[src/design/knn_pkg.sv]
package knn_pkg;

	// fixed field widths
	localparam int COORD_W = 24;
	localparam int DIST_W  = 50;
	localparam int CAND_W  = 16;
	localparam int RANK_W  = 5;
	localparam int OP_W    = 2;
	localparam int CFG_W   = 6;

	// defaults for the top level parameters
	localparam int MAX_NEIGHBORS_DEF = 32;
	localparam int INDEX_BITS_DEF    = 16;

	// behavior constants
	localparam int READOUT_MAX   = 32;
	localparam int ENOUGH_COUNT  = 3;
	localparam int LIMIT_RESET   = 16;
	localparam int QUEUE_DEPTH   = 4;

	// op codes
	localparam logic [OP_W-1:0] OP_QUERY  = 2'd0;
	localparam logic [OP_W-1:0] OP_OFFER  = 2'd1;
	localparam logic [OP_W-1:0] OP_READ   = 2'd2;
	localparam logic [OP_W-1:0] OP_UNUSED = 2'd3;

	typedef struct packed {
		logic [OP_W-1:0]           op;
		logic signed [COORD_W-1:0] coord_x;
		logic signed [COORD_W-1:0] coord_y;
		logic signed [COORD_W-1:0] coord_z;
		logic [CAND_W-1:0]         cand_index;
	} in_word_t;

	typedef struct packed {
		logic [CAND_W-1:0] nb_index;
		logic [DIST_W-1:0] nb_dist_sq;
		logic [RANK_W-1:0] rank;
		logic              entry_valid;
		logic              enough_found;
		logic              last;
	} out_word_t;

	// classified command from front to back
	typedef struct packed {
		logic [OP_W-1:0]   op;
		logic [DIST_W-1:0] dist_sq;
		logic [CAND_W-1:0] idx;
	} cmd_t;

endpackage

[src/design/knn_stream_if.sv]
interface knn_stream_if #(
	parameter type word_t = logic
) ();
	logic  valid;
	logic  ready;
	word_t data;

	modport source (output valid, output data, input ready);
	modport sink (input valid, input data, output ready);
endinterface

[src/design/knn_back.sv]
module knn_back #(
	parameter int MAX_NEIGHBORS = knn_pkg::MAX_NEIGHBORS_DEF,
	parameter int INDEX_BITS    = knn_pkg::INDEX_BITS_DEF
) (
	input  logic                      clk,
	input  logic                      arst_n,
	input  logic                      cfg_we,
	input  logic [knn_pkg::CFG_W-1:0] cfg_data,
	input  logic                      pop_valid,
	output logic                      pop_ready,
	input  knn_pkg::cmd_t             pop_cmd,
	knn_stream_if.source              rsp
);

	localparam int AW = $clog2(MAX_NEIGHBORS);
	localparam int FW = $clog2(MAX_NEIGHBORS + 1);
	localparam int RD_MAX = (MAX_NEIGHBORS < knn_pkg::READOUT_MAX) ?
		MAX_NEIGHBORS : knn_pkg::READOUT_MAX;
	localparam int DW = knn_pkg::DIST_W;
	localparam int NW = knn_pkg::CAND_W;

	localparam logic ST_IDLE = 1'b0;
	localparam logic ST_READ = 1'b1;

	logic state_q;
	logic [knn_pkg::CFG_W-1:0] limit_q;
	logic [FW-1:0] found_q;

	// sorted list, one row per rank
	logic [DW-1:0]         dist_q [MAX_NEIGHBORS];
	logic [INDEX_BITS-1:0] idx_q  [MAX_NEIGHBORS];

	logic [FW-1:0] rd_r_q, rd_n_q, rd_next, rd_n;
	logic rd_empty_q, rd_enough_q;

	knn_pkg::out_word_t out_q;
	logic out_v_q;

	logic fire, do_ins, load, is_last;
	logic [7:0] lim_ext;
	logic [FW-1:0] k, fc_eff;
	logic [MAX_NEIGHBORS-1:0] gt;
	logic [INDEX_BITS-1:0] cand_idx;
	logic [NW+INDEX_BITS-1:0] idx_cut;
	logic [INDEX_BITS+NW-1:0] out_idx_wide;

	assign pop_ready = state_q == ST_IDLE;
	assign fire      = pop_valid && pop_ready;

	// k = min(limit, depth); a list left longer by a lowered limit is cut first
	assign lim_ext = {2'b00, limit_q};
	assign k       = (lim_ext < 8'(MAX_NEIGHBORS)) ? FW'(lim_ext) : FW'(MAX_NEIGHBORS);
	assign fc_eff  = (found_q > k) ? k : found_q;
	assign do_ins  = fire && pop_cmd.op == knn_pkg::OP_OFFER && k != '0;

	assign idx_cut  = {{INDEX_BITS{1'b0}}, pop_cmd.idx};
	assign cand_idx = idx_cut[INDEX_BITS-1:0];

	// each row decides on its own: keep, take the new entry, or take the row above
	for (genvar i = 0; i < MAX_NEIGHBORS; i++) begin : g_row
		always_comb begin
			if (FW'(i) < fc_eff) begin
				gt[i] = dist_q[i] > pop_cmd.dist_sq;
			end else begin
				gt[i] = (FW'(i) == fc_eff) && (fc_eff < k);
			end
		end

		if (i == 0) begin : g_head
			always_ff @(posedge clk) begin
				if (do_ins && gt[0]) begin
					dist_q[0] <= pop_cmd.dist_sq;
					idx_q[0]  <= cand_idx;
				end
			end
		end else begin : g_body
			always_ff @(posedge clk) begin
				if (do_ins && FW'(i) < k) begin
					if (gt[i-1]) begin
						dist_q[i] <= dist_q[i-1];
						idx_q[i]  <= idx_q[i-1];
					end else if (gt[i]) begin
						dist_q[i] <= pop_cmd.dist_sq;
						idx_q[i]  <= cand_idx;
					end
				end
			end
		end
	end

	assign rd_n    = (found_q < FW'(RD_MAX)) ? found_q : FW'(RD_MAX);
	assign rd_next = rd_r_q + 1'b1;
	assign is_last = rd_next == rd_n_q;
	assign load    = state_q == ST_READ && (!out_v_q || rsp.ready);
	assign out_idx_wide = {{NW{1'b0}}, idx_q[rd_r_q[AW-1:0]]};

	always_ff @(posedge clk or negedge arst_n) begin
		if (!arst_n) begin
			limit_q <= knn_pkg::CFG_W'(knn_pkg::LIMIT_RESET);
		end else if (cfg_we) begin
			limit_q <= cfg_data;
		end
	end

	always_ff @(posedge clk or negedge arst_n) begin
		if (!arst_n) begin
			state_q <= ST_IDLE;
			found_q <= '0;
			rd_r_q  <= '0;
			rd_n_q  <= '0;
			rd_empty_q  <= 1'b0;
			rd_enough_q <= 1'b0;
		end else begin
			unique case (state_q)
				ST_IDLE: begin
					if (fire) begin
						unique case (pop_cmd.op)
							knn_pkg::OP_QUERY: begin
								found_q <= '0;
							end
							knn_pkg::OP_OFFER: begin
								if (k != '0) begin
									found_q <= (fc_eff < k) ? fc_eff + 1'b1 : fc_eff;
								end
							end
							knn_pkg::OP_READ: begin
								state_q     <= ST_READ;
								rd_r_q      <= '0;
								rd_empty_q  <= rd_n == '0;
								rd_n_q      <= (rd_n == '0) ? FW'(1) : rd_n;
								rd_enough_q <= found_q >= FW'(knn_pkg::ENOUGH_COUNT);
							end
							default: begin
							end
						endcase
					end
				end
				ST_READ: begin
					if (load) begin
						if (is_last) begin
							state_q <= ST_IDLE;
						end else begin
							rd_r_q <= rd_next;
						end
					end
				end
				default: begin
					state_q <= ST_IDLE;
				end
			endcase
		end
	end

	always_ff @(posedge clk or negedge arst_n) begin
		if (!arst_n) begin
			out_v_q <= 1'b0;
		end else if (load) begin
			out_v_q <= 1'b1;
		end else if (rsp.ready) begin
			out_v_q <= 1'b0;
		end
	end

	always_ff @(posedge clk) begin
		if (load) begin
			out_q.rank <= knn_pkg::RANK_W'(rd_r_q);
			out_q.last <= is_last;
			if (rd_empty_q) begin
				out_q.nb_index     <= '0;
				out_q.nb_dist_sq   <= '0;
				out_q.entry_valid  <= 1'b0;
				out_q.enough_found <= 1'b0;
			end else begin
				out_q.nb_index     <= out_idx_wide[NW-1:0];
				out_q.nb_dist_sq   <= dist_q[rd_r_q[AW-1:0]];
				out_q.entry_valid  <= 1'b1;
				out_q.enough_found <= rd_enough_q;
			end
		end
	end

	assign rsp.valid = out_v_q;
	assign rsp.data  = out_q;

endmodule

[src/flat_wrapper.sv]
// flat-port wrapper written by rule: the top's interface ports become plain ports
module knn_back_flat 
#(
	parameter int MAX_NEIGHBORS = knn_pkg::MAX_NEIGHBORS_DEF,
	parameter int INDEX_BITS    = knn_pkg::INDEX_BITS_DEF
)
  (clk, arst_n, cfg_we, cfg_data, pop_valid, pop_ready, pop_cmd, rsp_valid, rsp_data, rsp_ready);
  knn_stream_if rsp_i ();
  input  logic clk;
  input  logic arst_n;
  input  logic cfg_we;
  input  logic [knn_pkg::CFG_W-1:0] cfg_data;
  input  logic pop_valid;
  output logic pop_ready;
  input  knn_pkg::cmd_t pop_cmd;
  output wire logic [$bits(rsp_i.valid)-1:0] rsp_valid;
  output wire logic [$bits(rsp_i.data)-1:0] rsp_data;
  input wire logic [$bits(rsp_i.ready)-1:0] rsp_ready;
  assign rsp_valid = rsp_i.valid;
  assign rsp_data = rsp_i.data;
  assign rsp_i.ready = rsp_ready;
  knn_back #(.MAX_NEIGHBORS(MAX_NEIGHBORS), .INDEX_BITS(INDEX_BITS)) u_core (.clk(clk), .arst_n(arst_n), .cfg_we(cfg_we), .cfg_data(cfg_data), .pop_valid(pop_valid), .pop_ready(pop_ready), .pop_cmd(pop_cmd), .rsp(rsp_i));
endmodule
[config.mk]
export PLATFORM = sky130hd
export DESIGN_NAME = knn_back_flat
export DESIGN_NICKNAME = d
export VERILOG_FILES = /design/src/design/knn_pkg.sv /design/src/design/knn_stream_if.sv /design/src/design/knn_back.sv /design/src/flat_wrapper.sv
export SDC_FILE = /design/constraint.sdc
export NUM_CORES = 1
export LEC_CHECK = 0
export BUFFER_PORTS_ARGS = -buffer_cell sky130_fd_sc_hd__buf_4
export CAP_MARGIN = 30
export CORE_MARGIN = 8
export CORE_UTILIZATION = 30
export DETAILED_ROUTE_END_ITERATION = 7
export SETUP_SLACK_MARGIN = 0.2
export SLEW_MARGIN = 20
export SYNTH_ARGS = -nofsm -noshare
export SYNTH_HDL_FRONTEND = slang
export SYNTH_SLANG_ARGS = --single-unit
[constraint.sdc]
create_clock -name clk -period 5.5 [get_ports clk]
set_clock_uncertainty 0.1 [all_clocks]
set_input_delay 0.275 -clock clk [delete_from_list [all_inputs] [get_ports clk]]
set_output_delay 0.275 -clock clk [all_outputs]
set_load 0.05 [all_outputs]
[After elaboration in Yosys (flattened, before gate mapping)]
Cells that the tools add are included.
Storage, ports and cells
  bits in registers: 27
  logic and storage cells: 53
Cells by class
  add/subtract/negate cells: 2
  magnitude comparators: 4
  eq/ne operators: 8
  mux-type cells: 19
  bitwise gates (word level): 1
  reductions and logical operators: 12
Operators with widths (number)
  6-bit 2-to-1 mux: 10
  6-bit case mux with 2 select lines: 2
  6-bit by 1-bit adder with 6-bit output, second input constant: 2
  6-bit < comparator, second input constant: 2
  2-bit != test, second input constant: 5
  4-bit AND reduction: 2
  6-bit equality test: 1
  6-bit greater-than comparator: 1
  6-bit logical NOT: 1
  6-bit < comparator: 1
  1-bit 2-to-1 mux: 6
  6-bit nonzero test: 1
  2-bit nonzero test: 2
  3-bit AND reduction: 1
  2-bit by 1-bit equality test with 1-bit output, second input constant: 1
  2-bit equality test, second input constant: 1
  1-bit logical AND: 2
  2-bit logical NOT: 1
  1-bit case mux with 2 select lines: 1
  1-bit logical NOT: 1
  1-bit logical OR: 1
  1-bit NOT: 1

[Longest topological paths before layout]
  depth in word-level cells: 8
  gate-level depth with buffers: 17
  mapped depth without buffers: 16

[Least setup slack after synthesis]
OpenSTA, ideal clock, no wires.
  path type: register to register
  from: reg u_core.limit_q[4] in the netlist's numbering
  to: reg u_core.found_q[1]
  data arrival time: 3.697 ns
  data required time: 5.279 ns
  slack: 1.582 ns
  stages on the path, launching flop included: 16
  path through: dfstp_2 -> nor2b_1 -> inv_1 -> ha_1 -> and4_4 -> o21a_1 -> o21ai_1 -> buf_2 -> mux2_2 -> ha_1 -> a21o_1 -> a21o_1 -> a221o_1 -> a21o_1 -> mux2_1 -> a22o_1
On the way
  cells in the longest elaborated chain, start to end: 8
  elaborated cells on any way between the ends: 12
  those cells by class: add/sub: 1; order compare: 3; eq/ne: 1; mux: 5; reduce/logical: 2
Ends and longest elaborated chain
  start, declared: RTL line knn_back.sv:26  | logic [knn_pkg::CFG_W-1:0] limit_q;
  start signal, assigned: RTL line knn_back.sv:99  | limit_q <= knn_pkg::CFG_W'(knn_pkg::LIMIT_RESET);
  start signal, assigned: RTL line knn_back.sv:101  | limit_q <= cfg_data;
  6-bit < comparator: RTL line knn_back.sv:52  | assign k = (lim_ext < 8'(MAX_NEIGHBORS)) ? FW'(lim_ext) : FW'(MAX_NEIGHBORS);
  6-bit 2-to-1 mux (*): RTL line knn_back.sv:52
  6-bit greater-than comparator: RTL line knn_back.sv:53  | assign fc_eff = (found_q > k) ? k : found_q;
  6-bit 2-to-1 mux: RTL line knn_back.sv:53
  6-bit by 1-bit adder with 6-bit output / 6-bit < comparator (equally long branches)
  6-bit 2-to-1 mux: RTL line knn_back.sv:123  | found_q <= (fc_eff < k) ? fc_eff + 1'b1 : fc_eff;
  6-bit 2-to-1 mux: RTL line knn_back.sv:122  | if (k != '0) begin
  6-bit case mux with 2 select lines: RTL line knn_back.sv:117  | unique case (pop_cmd.op)
  end signal, assigned: RTL line knn_back.sv:123
  end, declared: RTL line knn_back.sv:27  | logic [FW-1:0] found_q;
Every way passes the cells marked *; elsewhere a longest branch is shown, timed or not. The select of a mux whose other input is x is not followed.
A chain may end at the register's enable or synchronous reset.

[Worst setup path after layout]
  from: reg u_core.limit_q[5] in the netlist's numbering
  to: reg u_core.found_q[1]
The elaborated chain is that of the path after synthesis.

==> impl_metrics.yaml <==
floorplanning:
  initial_core_util: 0.313
  num_io_pins: 82
  num_rows: 28
  die_w_um: 94.9
  die_h_um: 94.9
  core_um2: 5960
  die_area_um2: 9000
timing:
  relSlewSlack: 0.612
  hold_violations: 0
  finalSetupTns_ps: 0
  slew_viol_final: 0
  worstMarginPinSlew_ps: 578
  finalSetupViolations: 0
  max_freq_ghz: 0.228
  grt_setup_unrepaired: "false"
  period_share: 0.797
  period_minus_slack_ps: 4380
yosys:
  syn_area_um2: 1870
  async_reset_ff_frac: 0.963
  netlist.area_leader.share: 0.335
  netlist_top_cells_area: "dfrtp_1 (34%), ha_1 (8.7%), mux2_2 (7.8%)"
  yosysTopAreaCell: "dfrtp_1"
  ys_seq_elements: 27
  ys_seq_area_frac: 0.365
  syn-num-nets: 279
  ys_warn_count: 0
  synth_top_flop_cell: "dfrtp_1"
  netlist_instances: 187
  ys_types: 47
  synth_enable_flop_cells: 1
  avgSynthCellArea_um2: 9.98
global_routing:
  grt_overflow: 0
  grt_max_degree: 27
  grt_use_total: 0.0910
  antenna_found_initial: 0
  grt_pass1_wl_um: 6620
  first_global_vias: 1455
clocking:
  clock_latency_ps: 270
  post_cts_buffers: 0
  cts.sinks: 27
  cts-resized-gates: 0
  numCtsBuffers: 3
  clock_tree.root_cell: "clkbuf_8"
  htreeDepth: 1
  cts_tree: "built"
  clkTransAtPathRegs_ps: 100
  clock_tree.buffer_depth: 2
pwr:
  peakVddDrop_mv: 0.231
  power_mw: 1.03
  power_leakage_nw: 1.01
  power.density_nw_per_um2: 487
routing:
  routed_wl_um: 3810
  wl_per_cell_um: 13.7
  drt_iter0_drc: 56
  route.vias.total: 1389
  ant_nets: 0
  via_per_inst: 5.00
  drt_pass1_iterations: 4
  drc: 0
setup_path:
  crit_type: "reg -> reg"
  cp_common_cell: "a21o_1"
  r2r_cells: 14
  arrival_ps: 4460
  cp.required_ps: 5570
  end_kind: "register"
  rr_startpoint: "u_core.limit_q[5]$_DFFE_PN0P_"
  setup.worst_path.start: "u_core.limit_q[5]$_DFFE_PN0P_"
  slowest_stage: "o21ai_1"
  reg2reg_to: "u_core.found_q[1]$_DFFE_PN0P_"
  critPathMaxStageDelay_ps: 480
  rrSetupSlack_ps: 1120
  critical_path.max_fanout: 7
  crit_chain: "nor2b_1 -> inv_1 -> ha_1 -> and4_4 -> o21a_1 -> o21ai_1 -> mux2_2 -> ha_1 -> a21o_1 -> a21o_1 -> a221o_1 -> a21o_1 -> mux2_1 -> a22o_1"
  critPathLaunchType: "register"
hold_path:
  min_from: "cfg_data[5]"
  holdPathEnd: "u_core.limit_q[5]$_DFFE_PN0P_"
  hold_depth: 3
  hold_class: "in -> reg"
place:
  post-dp-hpwl_um: 3030
  place_congestion: 0.875
  dp.cells: 273
  portBuffers: 15
final_layout:
  area.growth.synth_to_final_pct: 13.4
  diodes: 0
  nets: 296
  instances_no_fill: 278
  drive_above_1_share: 0.202
flow_run:
  max_cap_viol_count: 0
outcome:
  status: "completed"
cell usage after synthesis (all sizes together) (2+ instances only):
master	instances
a21o	5
a21oi	3
a22o	4
a32o	2
and2	2
and4	3
buf	3
clkbuf	2
dfrtp	25
ha	13
inv	17
mux2	14
mux2i	6
nand2	18
nand2b	5
nand3	9
nor2	5
nor2b	5
nor3	2
nor4	3
o21ai	10
o31a	2
o41ai	2
or4	2
xnor2	8
xor2	3
sequential cells by signal, indices dropped and copies added, names as in the netlist:
signal,cells
u_core.state_q,1
u_core.found_q,6
u_core.rsp.valid,1
u_core.limit_q,6
u_core.rsp.data,1
u_core.rd_r_q,6
u_core.rd_n_q,6
per-layer routing:
layer / global-route usage / wire (um)
met5: 0 / 0
met4: 0.0234 / 28
met3: 0.0214 / 116
met2: 0.159 / 1870
met1: 0.109 / 1790
what timing repair did:
action	in CTS	in global routing
hold buffers	1	0
setup endpoints to repair	0	0
hold endpoints to repair	25	0
where the power goes:
part / internal [mW] / total (mW) / switching [mW] / leakage (nW)
clock network: 0.0514 / 0.115 / 0.0633 / 0.0217
registers: 0.261 / 0.347 / 0.0867 / 0.335
logic: 0.280 / 0.568 / 0.288 / 0.649
cell type report:
type,count,area [um2]
Tap cell,75,93.8
Fill cell,646,3840
Sequential cell,27,682
Multi-Input combinational cell,138,1100
Inverter,17,63.8
Clock buffer,3,41.3
Timing Repair Buffer,17,130
Clock inverter,1,7.51
kinds of logic after synthesis:
family | share of synthesized area
AND/OR/NAND/NOR | 0.164
adder cells (fa/ha/maj) | 0.0871
AO/OA/AOI/OAI | 0.157
XOR/XNOR | 0.0637
flip-flops | 0.365
buffers and inverters | 0.0462
multiplexers | 0.117
placed cells by master, fill, tap and decap left out, types with 3 or more instances in the layout:
master	instances
a21o_1	5
a21oi_1	3
a22o_1	4
buf_4	16
clkbuf_8	3
dfrtp_1	25
ha_1	13
inv_1	17
mux2_2	13
mux2i_1	6
nand2_1	18
nand2b_1	5
nand3_1	9
nor2_1	4
nor2b_1	5
nor4_1	3
o21ai_0	8
xnor2_1	8
xor2_1	3
critical path: cells and delay by family, from the launching register on:
kind	cells	cell delay, ps
simple gates	2	520
compound gates	7	1710
buf+inv	1	130
fa+ha+maj	2	610
mux	2	750
flops	1	470
how the worst max path moves through the flow:
stage,endpoint,slack [ps],cells past startpoint
after floorplan,u_core.found_q[1]$_DFFE_PN0P_,1580,15
after global placement,u_core.found_q[1]$_DFFE_PN0P_,1180,14
after detailed placement,u_core.found_q[1]$_DFFE_PN0P_,1140,14
after CTS,u_core.found_q[1]$_DFFE_PN0P_,1120,14
after global routing,u_core.found_q[5]$_DFFE_PN0P_,930,14
final,u_core.found_q[1]$_DFFE_PN0P_,1120,14
metrics by stage:
step	instance area, um2	util	hold WS, ps	worst slack, ps
2_1_floorplan	1870	-	-121	1580
3_3_place_gp	2060	0.346	104	1180
3_5_place_dp	2060	0.346	108	1140
4_1_cts	2120	0.355	116	1120
5_1_grt	2120	0.355	104	934
6_report	2120	0.355	126	1120
No activity file was read; power rests on OpenSTA's default activity.
