===== src/design/knn_pkg.sv =====
package knn_pkg;

	// fixed field widths
	localparam int COORD_W = 24;
	localparam int DIST_W  = 50;
	localparam int CAND_W  = 16;
	localparam int RANK_W  = 5;
	localparam int OP_W    = 2;
	localparam int CFG_W   = 6;

	// defaults for the top level parameters
	localparam int MAX_NEIGHBORS_DEF = 32;
	localparam int INDEX_BITS_DEF    = 16;

	// behavior constants
	localparam int READOUT_MAX   = 32;
	localparam int ENOUGH_COUNT  = 3;
	localparam int LIMIT_RESET   = 16;
	localparam int QUEUE_DEPTH   = 4;

	// op codes
	localparam logic [OP_W-1:0] OP_QUERY  = 2'd0;
	localparam logic [OP_W-1:0] OP_OFFER  = 2'd1;
	localparam logic [OP_W-1:0] OP_READ   = 2'd2;
	localparam logic [OP_W-1:0] OP_UNUSED = 2'd3;

	typedef struct packed {
		logic [OP_W-1:0]           op;
		logic signed [COORD_W-1:0] coord_x;
		logic signed [COORD_W-1:0] coord_y;
		logic signed [COORD_W-1:0] coord_z;
		logic [CAND_W-1:0]         cand_index;
	} in_word_t;

	typedef struct packed {
		logic [CAND_W-1:0] nb_index;
		logic [DIST_W-1:0] nb_dist_sq;
		logic [RANK_W-1:0] rank;
		logic              entry_valid;
		logic              enough_found;
		logic              last;
	} out_word_t;

	// classified command from front to back
	typedef struct packed {
		logic [OP_W-1:0]   op;
		logic [DIST_W-1:0] dist_sq;
		logic [CAND_W-1:0] idx;
	} cmd_t;

endpackage


===== src/design/knn_queue.sv =====
module knn_queue (
	input  logic          clk,
	input  logic          arst_n,
	input  logic          push_valid,
	output logic          push_ready,
	input  knn_pkg::cmd_t push_cmd,
	output logic          pop_valid,
	input  logic          pop_ready,
	output knn_pkg::cmd_t pop_cmd
);

	localparam int DEPTH = knn_pkg::QUEUE_DEPTH;
	localparam int PW = $clog2(DEPTH);
	localparam int CNT_W = $clog2(DEPTH + 1);

	knn_pkg::cmd_t slot_q [DEPTH];
	logic [PW-1:0]    wr_ptr_q, rd_ptr_q;
	logic [CNT_W-1:0] count_q;
	logic do_push, do_pop;

	assign push_ready = count_q != CNT_W'(DEPTH);
	assign pop_valid  = count_q != '0;
	assign do_push    = push_valid && push_ready;
	assign do_pop     = pop_valid && pop_ready;
	assign pop_cmd    = slot_q[rd_ptr_q];

	always_ff @(posedge clk or negedge arst_n) begin
		if (!arst_n) begin
			wr_ptr_q <= '0;
			rd_ptr_q <= '0;
			count_q  <= '0;
		end else begin
			if (do_push) begin
				wr_ptr_q <= wr_ptr_q + 1'b1;
			end
			if (do_pop) begin
				rd_ptr_q <= rd_ptr_q + 1'b1;
			end
			if (do_push && !do_pop) begin
				count_q <= count_q + 1'b1;
			end else if (do_pop && !do_push) begin
				count_q <= count_q - 1'b1;
			end
		end
	end

	always_ff @(posedge clk) begin
		if (do_push) begin
			slot_q[wr_ptr_q] <= push_cmd;
		end
	end

endmodule


===== config.mk =====
export PLATFORM = sky130hd
export DESIGN_NAME = knn_queue
export DESIGN_NICKNAME = d
export VERILOG_FILES = /design/src/design/knn_pkg.sv /design/src/design/knn_queue.sv
export SDC_FILE = /design/constraint.sdc
export NUM_CORES = 1
export LEC_CHECK = 0
export BUFFER_PORTS_ARGS = -buffer_cell sky130_fd_sc_hd__buf_2
export CAP_MARGIN = 25
export CELL_PAD_IN_SITES_DETAIL_PLACEMENT = 0
export CELL_PAD_IN_SITES_GLOBAL_PLACEMENT = 1
export CORE_ASPECT_RATIO = 1.4
export CORE_MARGIN = 3
export CORE_UTILIZATION = 50
export DETAILED_ROUTE_END_ITERATION = 7
export PLACE_DENSITY_LB_ADDON = 0.1
export SYNTH_ARGS = -nofsm -noshare
export SYNTH_HDL_FRONTEND = slang
export SYNTH_SLANG_ARGS = --single-unit

===== constraint.sdc =====
create_clock -name clk -period 4 [get_ports clk]
set_clock_uncertainty 0.2 [all_clocks]
set_input_delay 0.2 -clock clk [delete_from_list [all_inputs] [get_ports clk]]
set_output_delay 0.2 -clock clk [all_outputs]
set_load 0.02 [all_outputs]

### Word-level counts from Yosys, hierarchy flattened

Memories as Yosys holds them, arrays and structs flattened.
Index checks and enable logic that the tools add are counted.
Widths: inputs -> output; s select.

* bits in registers: 7
* bits in writable memories: 272
* output and inout bits: 70
* word-level logic and storage cells: 21
* latch bits: 0
* memories: 1
* bits in read-only memories: 0

* add/sub/neg operators: 4
* multiply operators: 0
* order comparisons: 0
* bitwise operators: 0
* shifts and indexed selects: 0
* div/mod/pow operators: 0
* multiplexer cells: 4
* equal/unequal tests: 1
* reduce and logical (&&, ||, !) cells: 8

Memories
* slot_q: depth 4, bits a word 68, rd ports 1, clocked after Yosys merged registers in 0, wr ports 1, line knn_queue.sv:16 `knn_pkg::cmd_t slot_q [DEPTH];`

Operator list (number)
* $mux 3: 2
* $add 2x1->2 const B: 2
* $logic_and 1x1->1: 4
* $add 3x1->3 const B: 1
* $ne 3x3->1 const B: 1
* $reduce_bool 3->1: 1
* $sub 3x1->3 const B: 1
* $logic_not 1->1: 2
* $mux 1: 2
* $reduce_bool 2->1: 1

### Longest topological paths before layout

Gate-level depths: netlist (run 1).

* word-level depth: 6
* depth in mapped cells: 8
* mapped depth without buffers: 8

### Worst setup path after synthesis (run 1)

OpenSTA, ideal clock, no wires.

* kind: register -> register
* from: reg count_q[0]
* to: mem slot_q[0][0] (netlist name), enable pin
* cell stages (with the launch flop): 4
* arrival time: 2371 ps
* setup slack: 995 ps
* period minus slack after synthesis: 3005 ps
* required time: 3367 ps
* path through: dfrtp_1 nor2_1 a21boi_2 and2_1

* cells in the longest elaborated chain, start to end: 4

RTL lines
* from (decl): line knn_queue.sv:18 `logic [CNT_W-1:0] count_q;`
* from (signal assigned): line knn_queue.sv:40 `count_q <= count_q + 1'b1;`
* from (signal assigned): line knn_queue.sv:42 `count_q <= count_q - 1'b1;`
* $ne 3x3->1: line knn_queue.sv:21 `assign push_ready = count_q != CNT_W'(DEPTH);`
* $logic_and 1x1->1: line knn_queue.sv:23 `assign do_push = push_valid && push_ready;`
* named net do_push: line knn_queue.sv:19 `logic do_push, do_pop;`
* $mux 1: line knn_queue.sv:48 `if (do_push) begin`
* $mux 1 (implied by the code): line knn_queue.sv:49 `slot_q[wr_ptr_q] <= push_cmd;`
* to (decl): line knn_queue.sv:16

The timed path passes the listed nets, and every way through them passes these cells.

==> flow_results.org, run 1 <==
** Min path
- Class of the tightest hold or removal check :: input port to register
- The path with the worst hold slack has its endpoint at slot_q[1][38].
- The worst hold path passes through 2 cells.
- Start point of the worst hold path :: push_cmd[38]

** Finish
- Total inserted antenna cells :: 0
- Fin area :: 12890 um2
- Net total in the final layout :: 701
- Layout Area Growth over Synthesis :: 25.15%
- The post-route netlist has 41.21% of its cells at a drive strength greater than 1.
- Fill cells in the final layout number 1404.
- For this run, the share of the core covered by cells in the final layout is 64.21%.

** STA
- The final-report max-slew violation count came to 0.
- Setup violations remaining at the end of the flow were counted as 0.
- After routing, the total negative slack on setup checks comes to 0 ps.
- Final min period :: 2862 ps
- For the pin with the worst max-slew slack, the measured transition is 633.0 ps.
- Unrepaired setup endpoints after global routing :: no
- Max Clk Rate :: 0.3494 GHz
- Headroom to the max-slew limit came out at 57.80%.
- Number of hold violations in the final report :: 0
- After layout, the worst path uses 71.56% of the clock period.

** Power
- Static Leak :: 0.004477 uW
- Of the total power, combinational logic draws 30.2%.
- Of the total power, the clock network draws 26.1%.
- Net switching is 30.57% of the power.
- The design draws 9549 uW.
- Net switching power :: 2919 uW
- Power spread over the standard cell area amounts to 740.8 nW/um2.
- The internal portion of the total power is 6630 uW.
- The worst-case IR drop observed on VDD is 0.5027 mV.
- Sequential fraction of design power :: 43.6%

** Floorplan
- The floorplan step defined a die boundary enclosing 22380 um2.
- After floorplanning, the core was divided into 61 placement rows.
- The floorplan step set the die height to 175.8 um.
- The total area inside the core boundary comes to 20070 um2.
- In this run the count of I/O pins placed on the die edge is 142.
- The initial utilization of the core area, before any placement, comes to 51.31%.
- The die is 127.3 um wide.

** Global route
- GRT Residual Overflow :: 0
- Pin count of the biggest net entering global routing :: 70
- GRT Util Overall :: 16.65%
- The via count of the first global-routing pass came to 5208.
- The first global-routing pass estimated 28.79 mm of wire.
- Number of antenna violations at the first check in global routing :: 0

** Clock network
- Post-cts repair resize count :: 0
- Worst skew pair latency :: 510 ps
- CTS placed an instance of sky130_fd_sc_hd__clkbuf_16 at the clock tree root.
- TritonCTS clock tree :: built
- In this run the deepest clock path goes through 3 buffers.
- CTS built an H-tree with a depth of 1.
- The number of clock buffers added by TritonCTS is 26.
- CTS sink cnt :: 279
- Clock-pin slew on the worst setup and hold paths :: 60 ps

** Route
- Number of DRC markers in iteration 0 :: 272
- The first detailed-routing pass took 4 iterations.
- Vias per Instance :: 5.286
- Detailed-route DRC error count :: 0
- The routed layout has 4731 vias.
- Total wire length :: 18.34 mm
- In this run the remaining antenna-violating nets after routing total 0.
- After detailed routing, the average wire length per cell comes to 20.49 um.

** Synth
- The mapped netlist covers 10300 um2.
- Post-synthesis register bit count :: 279
- Dividing the synthesized area by the synthesized cell count gives 26.34 um2.
- Sequential-to-total area share from yosys stat :: 81.00%
- Counting every instance in the synthesized netlist gives 391.
- Synth unique cells :: 19
- For this run, the number of Yosys warnings is 0.
- The number of nets handed over by synthesis was 469.

** Critical path
- The worst register-to-register path has a setup slack of 1640 ps.
- The number of cells on the worst reg-to-reg path is 8.
- Reg-to-Reg Start :: count_q[1]
- Critical Path Fanout Max :: 29
- Worst EP arrival :: 2460 ps
- Kind of end point of the critical path :: output port
- Critical path required time :: 3600 ps
- Terminus of the critical flop-to-flop path :: count_q[2]
- STA classifies the critical path startpoint as a register.
- Critical path type :: register to output port

** Placed design
- Number of buffers added on ports :: 141
- Cell area after placement :: 11270 um2
- Estimated wirelength of the detail-placed design :: 10.66 mm
- Routability cong. :: 0.6996

** Outcome
- The flow ran to the end, and the final reports show no timing, DRC or antenna violations.

** Flow run
- Maximum capacitance violations :: 0
-- power by group through the flow --
stage | sequential (uW) | combinational (uW) | clock (uW)
final | 4170 | 2890 | 2500
after global routing | 4230 | 3090 | 2690
after CTS | 4270 | 2880 | 2570
after detailed placement | 4330 | 2820 | 0
after global placement | 4310 | 2740 | 0
after floorplan | 4050 | 2250 | 0
-- repair_timing --
| action | in CTS | in global routing |
|---|---|---|
| hold endpoints to repair | 282 | 0 |
| setup buffers | 0 | 0 |
| hold buffers | 72 | 0 |
-- placed cells by master, fill, tap and decap left out, types with 2 or more instances in the layout --
cell type,netlist,routed
sky130_fd_sc_hd__buf_12,7,4
sky130_fd_sc_hd__xnor2_1,4,4
sky130_fd_sc_hd__clkbuf_1,0,2
sky130_fd_sc_hd__ha_1,5,5
sky130_fd_sc_hd__dfrtp_4,0,2
sky130_fd_sc_hd__clkbuf_16,0,27
sky130_fd_sc_hd__clkinv_1,0,6
sky130_fd_sc_hd__inv_1,3,3
sky130_fd_sc_hd__and2_4,0,4
sky130_fd_sc_hd__dlygate4sd3_1,0,72
sky130_fd_sc_hd__buf_16,0,2
sky130_fd_sc_hd__nand2_1,2,2
sky130_fd_sc_hd__edfxtp_1,272,272
sky130_fd_sc_hd__dfrtp_1,7,5
sky130_fd_sc_hd__clkinv_2,0,8
sky130_fd_sc_hd__mux2_2,2,2
sky130_fd_sc_hd__xor2_1,2,2
sky130_fd_sc_hd__buf_2,7,141
sky130_fd_sc_hd__nor2_1,2,2
sky130_fd_sc_hd__bufinv_16,0,4
sky130_fd_sc_hd__mux4_2,68,68
-- cell type report --
type	count	area, um2	share of cell area (%)
clock buffer	29	683.2	5.300
timing repair buffer	220	1569	12.17
inverter	3	11.26	0.08736
clock inverter	19	198.9	1.543
tap	252	315.3	2.446
multi-input combinational	93	1762	13.67
sequential	279	8351	64.78
-- worst max path at each step --
| stage | startpoint | slack [ps] | end |
|---|---|---|---|
| 3_5_place_dp | rd_ptr_q[0] | 1570 | pop_cmd[41] |
| 5_1_grt | rd_ptr_q[0] | 940 | pop_cmd[41] |
| 4_1_cts | rd_ptr_q[0] | 1000 | pop_cmd[41] |
| 3_3_place_gp | rd_ptr_q[0] | 1590 | pop_cmd[41] |
| 6_report | rd_ptr_q[0] | 1140 | pop_cmd[41] |
| 2_1_floorplan | count_q[0] | 1000 | slot_q[0][0] |
-- metal layers --
layer / vias up / GRT usage (%) / part of all wire (%)
met4: 0 / 3.623 / 1.4
met3: 23 / 2.708 / 4.5
met1: 2447 / 21.54 / 41
met5: - / 0 / 0
li1: 2143 / - / -
met2: 118 / 29.81 / 53
-- through the flow --
step	hold WS, ps	setup WS (ps)	instances
final	235.6	1138	895
after global routing	232.8	939.7	895
after CTS	212.1	1002	894
after detailed placement	-157.2	1569	774
after global placement	-155.9	1587	770
after floorplan	-295.6	995.4	391
-- flip-flops by register name, indices dropped and copies added, names as in the netlist --
| name | flops |
|---|---|
| wr_ptr_q | 2 |
| rd_ptr_q | 2 |
| count_q | 3 |
| slot_q | 272 |
-- cell families after synthesis --
logic type      count (synthesis)  share of synthesized area [%]
fa+ha+maj                       6                         0.8018
xor+xnor                        6                         0.5102
flops                         279                          81.00
mux                            70                          15.09
buf+inv                        19                          1.992
simple gates                   10                         0.4981
compound gates                  1                         0.1093
-- critical path: stages, from the launching register on --
cell and delay [ps]:
sky130_fd_sc_hd__dfrtp_4 830, sky130_fd_sc_hd__buf_4 390, sky130_fd_sc_hd__mux4_2 550, sky130_fd_sc_hd__buf_2 180
-- cell usage after synthesis --
library cell	number	area (um2)
sky130_fd_sc_hd__dfrtp_1	7	175.2
sky130_fd_sc_hd__ha_1	5	62.56
sky130_fd_sc_hd__buf_6	1	11.26
sky130_fd_sc_hd__fa_1	1	20.02
sky130_fd_sc_hd__xor2_1	2	17.52
sky130_fd_sc_hd__xnor2_1	4	35.03
sky130_fd_sc_hd__mux2_2	2	22.52
sky130_fd_sc_hd__nand2_1	2	7.510
sky130_fd_sc_hd__or3_1	1	6.260
sky130_fd_sc_hd__mux4_2	68	1531
sky130_fd_sc_hd__buf_4	1	7.510
sky130_fd_sc_hd__edfxtp_1	272	8168
sky130_fd_sc_hd__a21boi_2	1	11.26
sky130_fd_sc_hd__buf_2	7	35.03
sky130_fd_sc_hd__buf_12	7	140.1
sky130_fd_sc_hd__nand3_1	1	5.000
sky130_fd_sc_hd__nor2_1	2	7.510
sky130_fd_sc_hd__and2_1	4	25.02
sky130_fd_sc_hd__inv_1	3	11.26
Power figures use the tool's default switching activity.
==> inputs of run 2 (changes only) <==
- ABC_AREA: not set -> 1
- CORE_UTILIZATION: 50 -> 43
- clock period: 4 -> 2.45 ns (I/O delays scaled with it)
==> run 2 against run 1 <==
  * First-iteration DRC count increased by 19%
  * Utilization decreased by 9.5 points
  * Final area increased by 9.1%
  * Worst setup slack got worse by 1000 ps
  * Combinational power increased by 120%
  * Sequential share of layout area decreased by 5.5 points
  * Final cell count increased by 58%
  * Synthesized cell count increased by 120%
  * Non-clock buffer count increased by 13
  * Global-route usage decreased by 1.0 points
  * Critical path depth increased by 3
  * Critical endpoint is now pop_cmd[33]
==> flow_results.org, run 2 <==
** Global route
- The total overflow reported by the global router was 0 (unchanged).
- The overall global routing resource usage is 15.63% (-1.0 points).
- The first-pass GRT wire length is 34.52 mm (+20%).
- Number of antenna violations at the first check in global routing :: 0 (unchanged)
- The largest net degree at the start of global routing was 70 (unchanged).
- The via count of the first global-routing pass came to 6533 (+25%).

** Route
- The per-cell routed wire length came to 16.04 um (-22%).
- Number of DRC markers in iteration 0 :: 324 (+19%)
- Number of iterations in the first detailed-routing pass :: 4 (unchanged)
- Total wire length :: 22.64 mm (+23%)
- Vias per Instance :: 4.795 (-9.3%)
- The vias after detailed routing is 6766 (+43%).
- The number of routed nets with antenna violations came to 0 (unchanged).
- The residual DRC count was 0 (unchanged).

** Synth
- Syn avg cell area :: 13.30 um2 (-49%)
- Most frequent cells after synthesis :: sky130_fd_sc_hd__edfxtp_1 (272), sky130_fd_sc_hd__nand2_1 (221), sky130_fd_sc_hd__inv_1 (150)
- The count of warnings emitted by yosys was 0 (unchanged).
- Top flip-flop cell by instance count after synthesis :: sky130_fd_sc_hd__edfxtp_1
- The async set-reset flop share out of synthesis is 2.509% (unchanged).
- Summed over all instances, the cell type with the most area after synthesis is sky130_fd_sc_hd__edfxtp_1.
- Number of enable-type register cells in the synthesized netlist :: 272 (unchanged)
- Gate count after technology mapping :: 853 (+120%)
- The net count of the mapped netlist is 931 (+99%).
- The number of distinct library cell variants in the gate-level netlist after synthesis is 17 (-2).
- Ranked by total cell area, the synthesized netlist is headed by sky130_fd_sc_hd__edfxtp_1 (72%), sky130_fd_sc_hd__o211ai_1 (9.0%), sky130_fd_sc_hd__nand2_1 (7.3%).
- Most frequent cell after synthesis :: sky130_fd_sc_hd__edfxtp_1
- Sequential-to-total area share from yosys stat :: 73.52% (-7.5 points)
- Synthesized area :: 11350 um2 (+10%)
- Post-synthesis register bit count :: 279 (unchanged)
- The fraction of synthesized cell area taken by the top area cell type came to 71.97% (-7.3 points).

** Finish
- The storage element area came to 8346 um2 (about the same).
- Relative to the synthesized area, the layout overhead comes to 23.95%.
- Highest-count cells in the layout ignoring fill and taps :: sky130_fd_sc_hd__edfxtp_1 (272), sky130_fd_sc_hd__nand2_1 (220), sky130_fd_sc_hd__inv_1 (150)
- Total inserted antenna cells :: 0 (unchanged)
- In the final layout, the registers with the most flip-flops are slot_q x272, count_q x3.
- The post-route cell area was 14070 um2 (+9.1%).
- Count of fill cells added during filler insertion :: 2176 (+55%)
- Area of the multi-input gates :: 2046 um2 (+16%)
- Net total in the final layout :: 1150 (+64%)
- Number of flip-flops in the largest register :: 272 (unchanged)
- Most frequent standard cell in the layout excluding fill and tap cells :: sky130_fd_sc_hd__edfxtp_1
- Largest register by flop count :: slot_q
- The layout cell share with drive strength beyond 1 is 19.60% (-22 points).

** Critical path
- The setup path with the least slack is of type register to output port.
- The worst setup path is captured at an output port.
- Critical path required time :: 2130 ps (-1470 ps)
- Critical Path Fanout Max :: 40 (+38%)
- Kind of start point of the critical path :: register
- The data arrival time of the critical path was 2000 ps (-460 ps).

** STA
- Max Clk Rate :: 0.4309 GHz
- The clock period could shrink to 2321 ps.
- Setup repair after global routing left no endpoint under its margin.
- Final Max Tran Viols :: 0 (unchanged)
- The count of final hold-check violations was 0 (unchanged).
- Period utilization :: 94.73%
- Final-layout setup total negative slack :: 0 ps (unchanged)
- Setup-failing EPs final :: 0 (unchanged)
- The post-route worst hold slack came to 145.9 ps (-89.68 ps).
- The slew at the pin with the worst max-slew slack is 427.5 ps (-205.5 ps).
- Worst max-slew margin expressed relative to the limit :: 71.50% (+14 points)

** Clock network
- Clock Path Buffers :: 3 (unchanged)
- TritonCTS buffer count :: 27 (+3.8%)
- Clock-pin slew on the worst setup and hold paths :: 60 ps (about the same)
- The number of sinks handled by clock tree synthesis came to 279 (unchanged).
- The clock latency of the later-clocked register in the worst-skew pair is 510 ps (about the same).
- H-tree lvl count :: 1 (unchanged)
- TritonCTS built the clock tree.
- In this run the clock root is driven by a sky130_fd_sc_hd__clkbuf_16.

** Flow run
- The number of maximum-capacitance violations came to 0 (unchanged).

** Placed design
- The total cell area at the placement stage is 12380 um2 (+9.9%).
- The global placer's final weighted congestion was 0.7086 (+1.3%).
- Estimated wirelength of the detail-placed design :: 12.78 mm (+20%)
- The number of buffers added on ports came to 141 (unchanged).

** Floorplan
- The starting utilization of the core area was 44.11% (-7.2 points).
- Die X :: 143.3 um (+13%)
- Area of the die :: 28400 um2 (+27%)
- Die extent in y :: 198.2 um (+13%)
- Core footprint :: 25730 um2 (+28%)
- The number of standard-cell rows in the floorplan was 69 (+13%).
- Top-level I/O count :: 142 (unchanged)

** Power
- Static Leak :: 0.005714 uW (+28%)
- Pwr/cell area :: 1217 nW/um2 (+64%)
- The largest voltage drop on the vdd net came to 0.9907 mV (+97%).

** Min path
- Class of the tightest hold or removal check :: input port to register

** Outcome
- The run finished with clean final reports.
run 2: cell types whose count changed in the layout (fill, tap and decap cells not counted), sizes merged, moves of 2 or more:
cell,before,now
xnor2,4,1
mux4,68,0
nand2,2,221
xor2,2,0
nand3,1,7
mux2,2,0
and2,4,0
buf,148,160
o211ai,0,136
nor2,2,4
inv,3,153
run 2: final timing paths:
kind                         startpoint  depth (start not counted)            end  slack, ps
max in group asynchronous        arst_n                          3    rd_ptr_q[1]       1370
setup / recovery            rd_ptr_q[0]                          6    pop_cmd[33]        130
hold / removal             push_cmd[41]                          2  slot_q[2][41]        150
setup reg to reg             count_q[0]                          9     count_q[1]        380
min in group asynchronous        arst_n                          3     count_q[1]        390
hold reg to reg              count_q[2]                          2     count_q[2]        330
run 2: layout make-up:
type	instances	share of cell area, %
repair buffers	233	12.60
inverters	152	4.261
multi-input cells	377	14.54
clock inverters	20	1.450
clock buffers	29	4.857
flip-flops and latches	279	59.33
well taps	319	2.838
repair inverters	2	0.1245
run 2: repair_timing:
item,4_1_cts,5_1_grt
endpoints found under the setup margin,0,37
setup buffers,0,0
hold buffers,72,0
gates resized for setup,0,8
endpoints found under the hold margin,286,0
run 2: kinds of logic after synthesis:
kind of cell | share of synthesized area, %
DFF | 73.52
adders and majority gates | 0.7277
buffers and inverters | 8.831
AOI/OAI and AO/OA | 9.041
xor gates and xnor gates | 0.07719
and+or+nand+nor | 7.806
run 2: where the power goes:
part	total [uW]	switching [uW]	internal, uW
registers	6510	243	6270
clock network	4100	1670	2430
logic	6490	4340	2160
total	17100	6250	10900
run 2: critical path: stages, from the launching register on:
cell and delay, ps:
sky130_fd_sc_hd__dfrtp_2 500, sky130_fd_sc_hd__bufinv_16 300, sky130_fd_sc_hd__buf_12 210, sky130_fd_sc_hd__nand2_1 80, sky130_fd_sc_hd__o211ai_1 80, sky130_fd_sc_hd__nand2_1 120
sky130_fd_sc_hd__buf_2 180
run 2: through the flow:
stage	setup WS, ps	utilization [%]	cells	total power (uW)
after floorplan	24.66	-	853	11100
after CTS	48.79	54.36	1408	17220
after global routing	2.097	54.67	1411	18220
after detailed placement	368.0	48.11	1287	12990
after global placement	409.7	48.11	1287	12930
final	129.2	54.67	1411	17110
run 2: per-layer routing:
layer | up-vias | GRT usage [%] | wire length, um
met3 | 34 | 2.923 | 1021
met4 | 0 | 4.641 | 534
met1 | 3184 | 19.61 | 9601
li1 | 3417 | - | -
met5 | - | 0 | 0
met2 | 131 | 27.54 | 11480
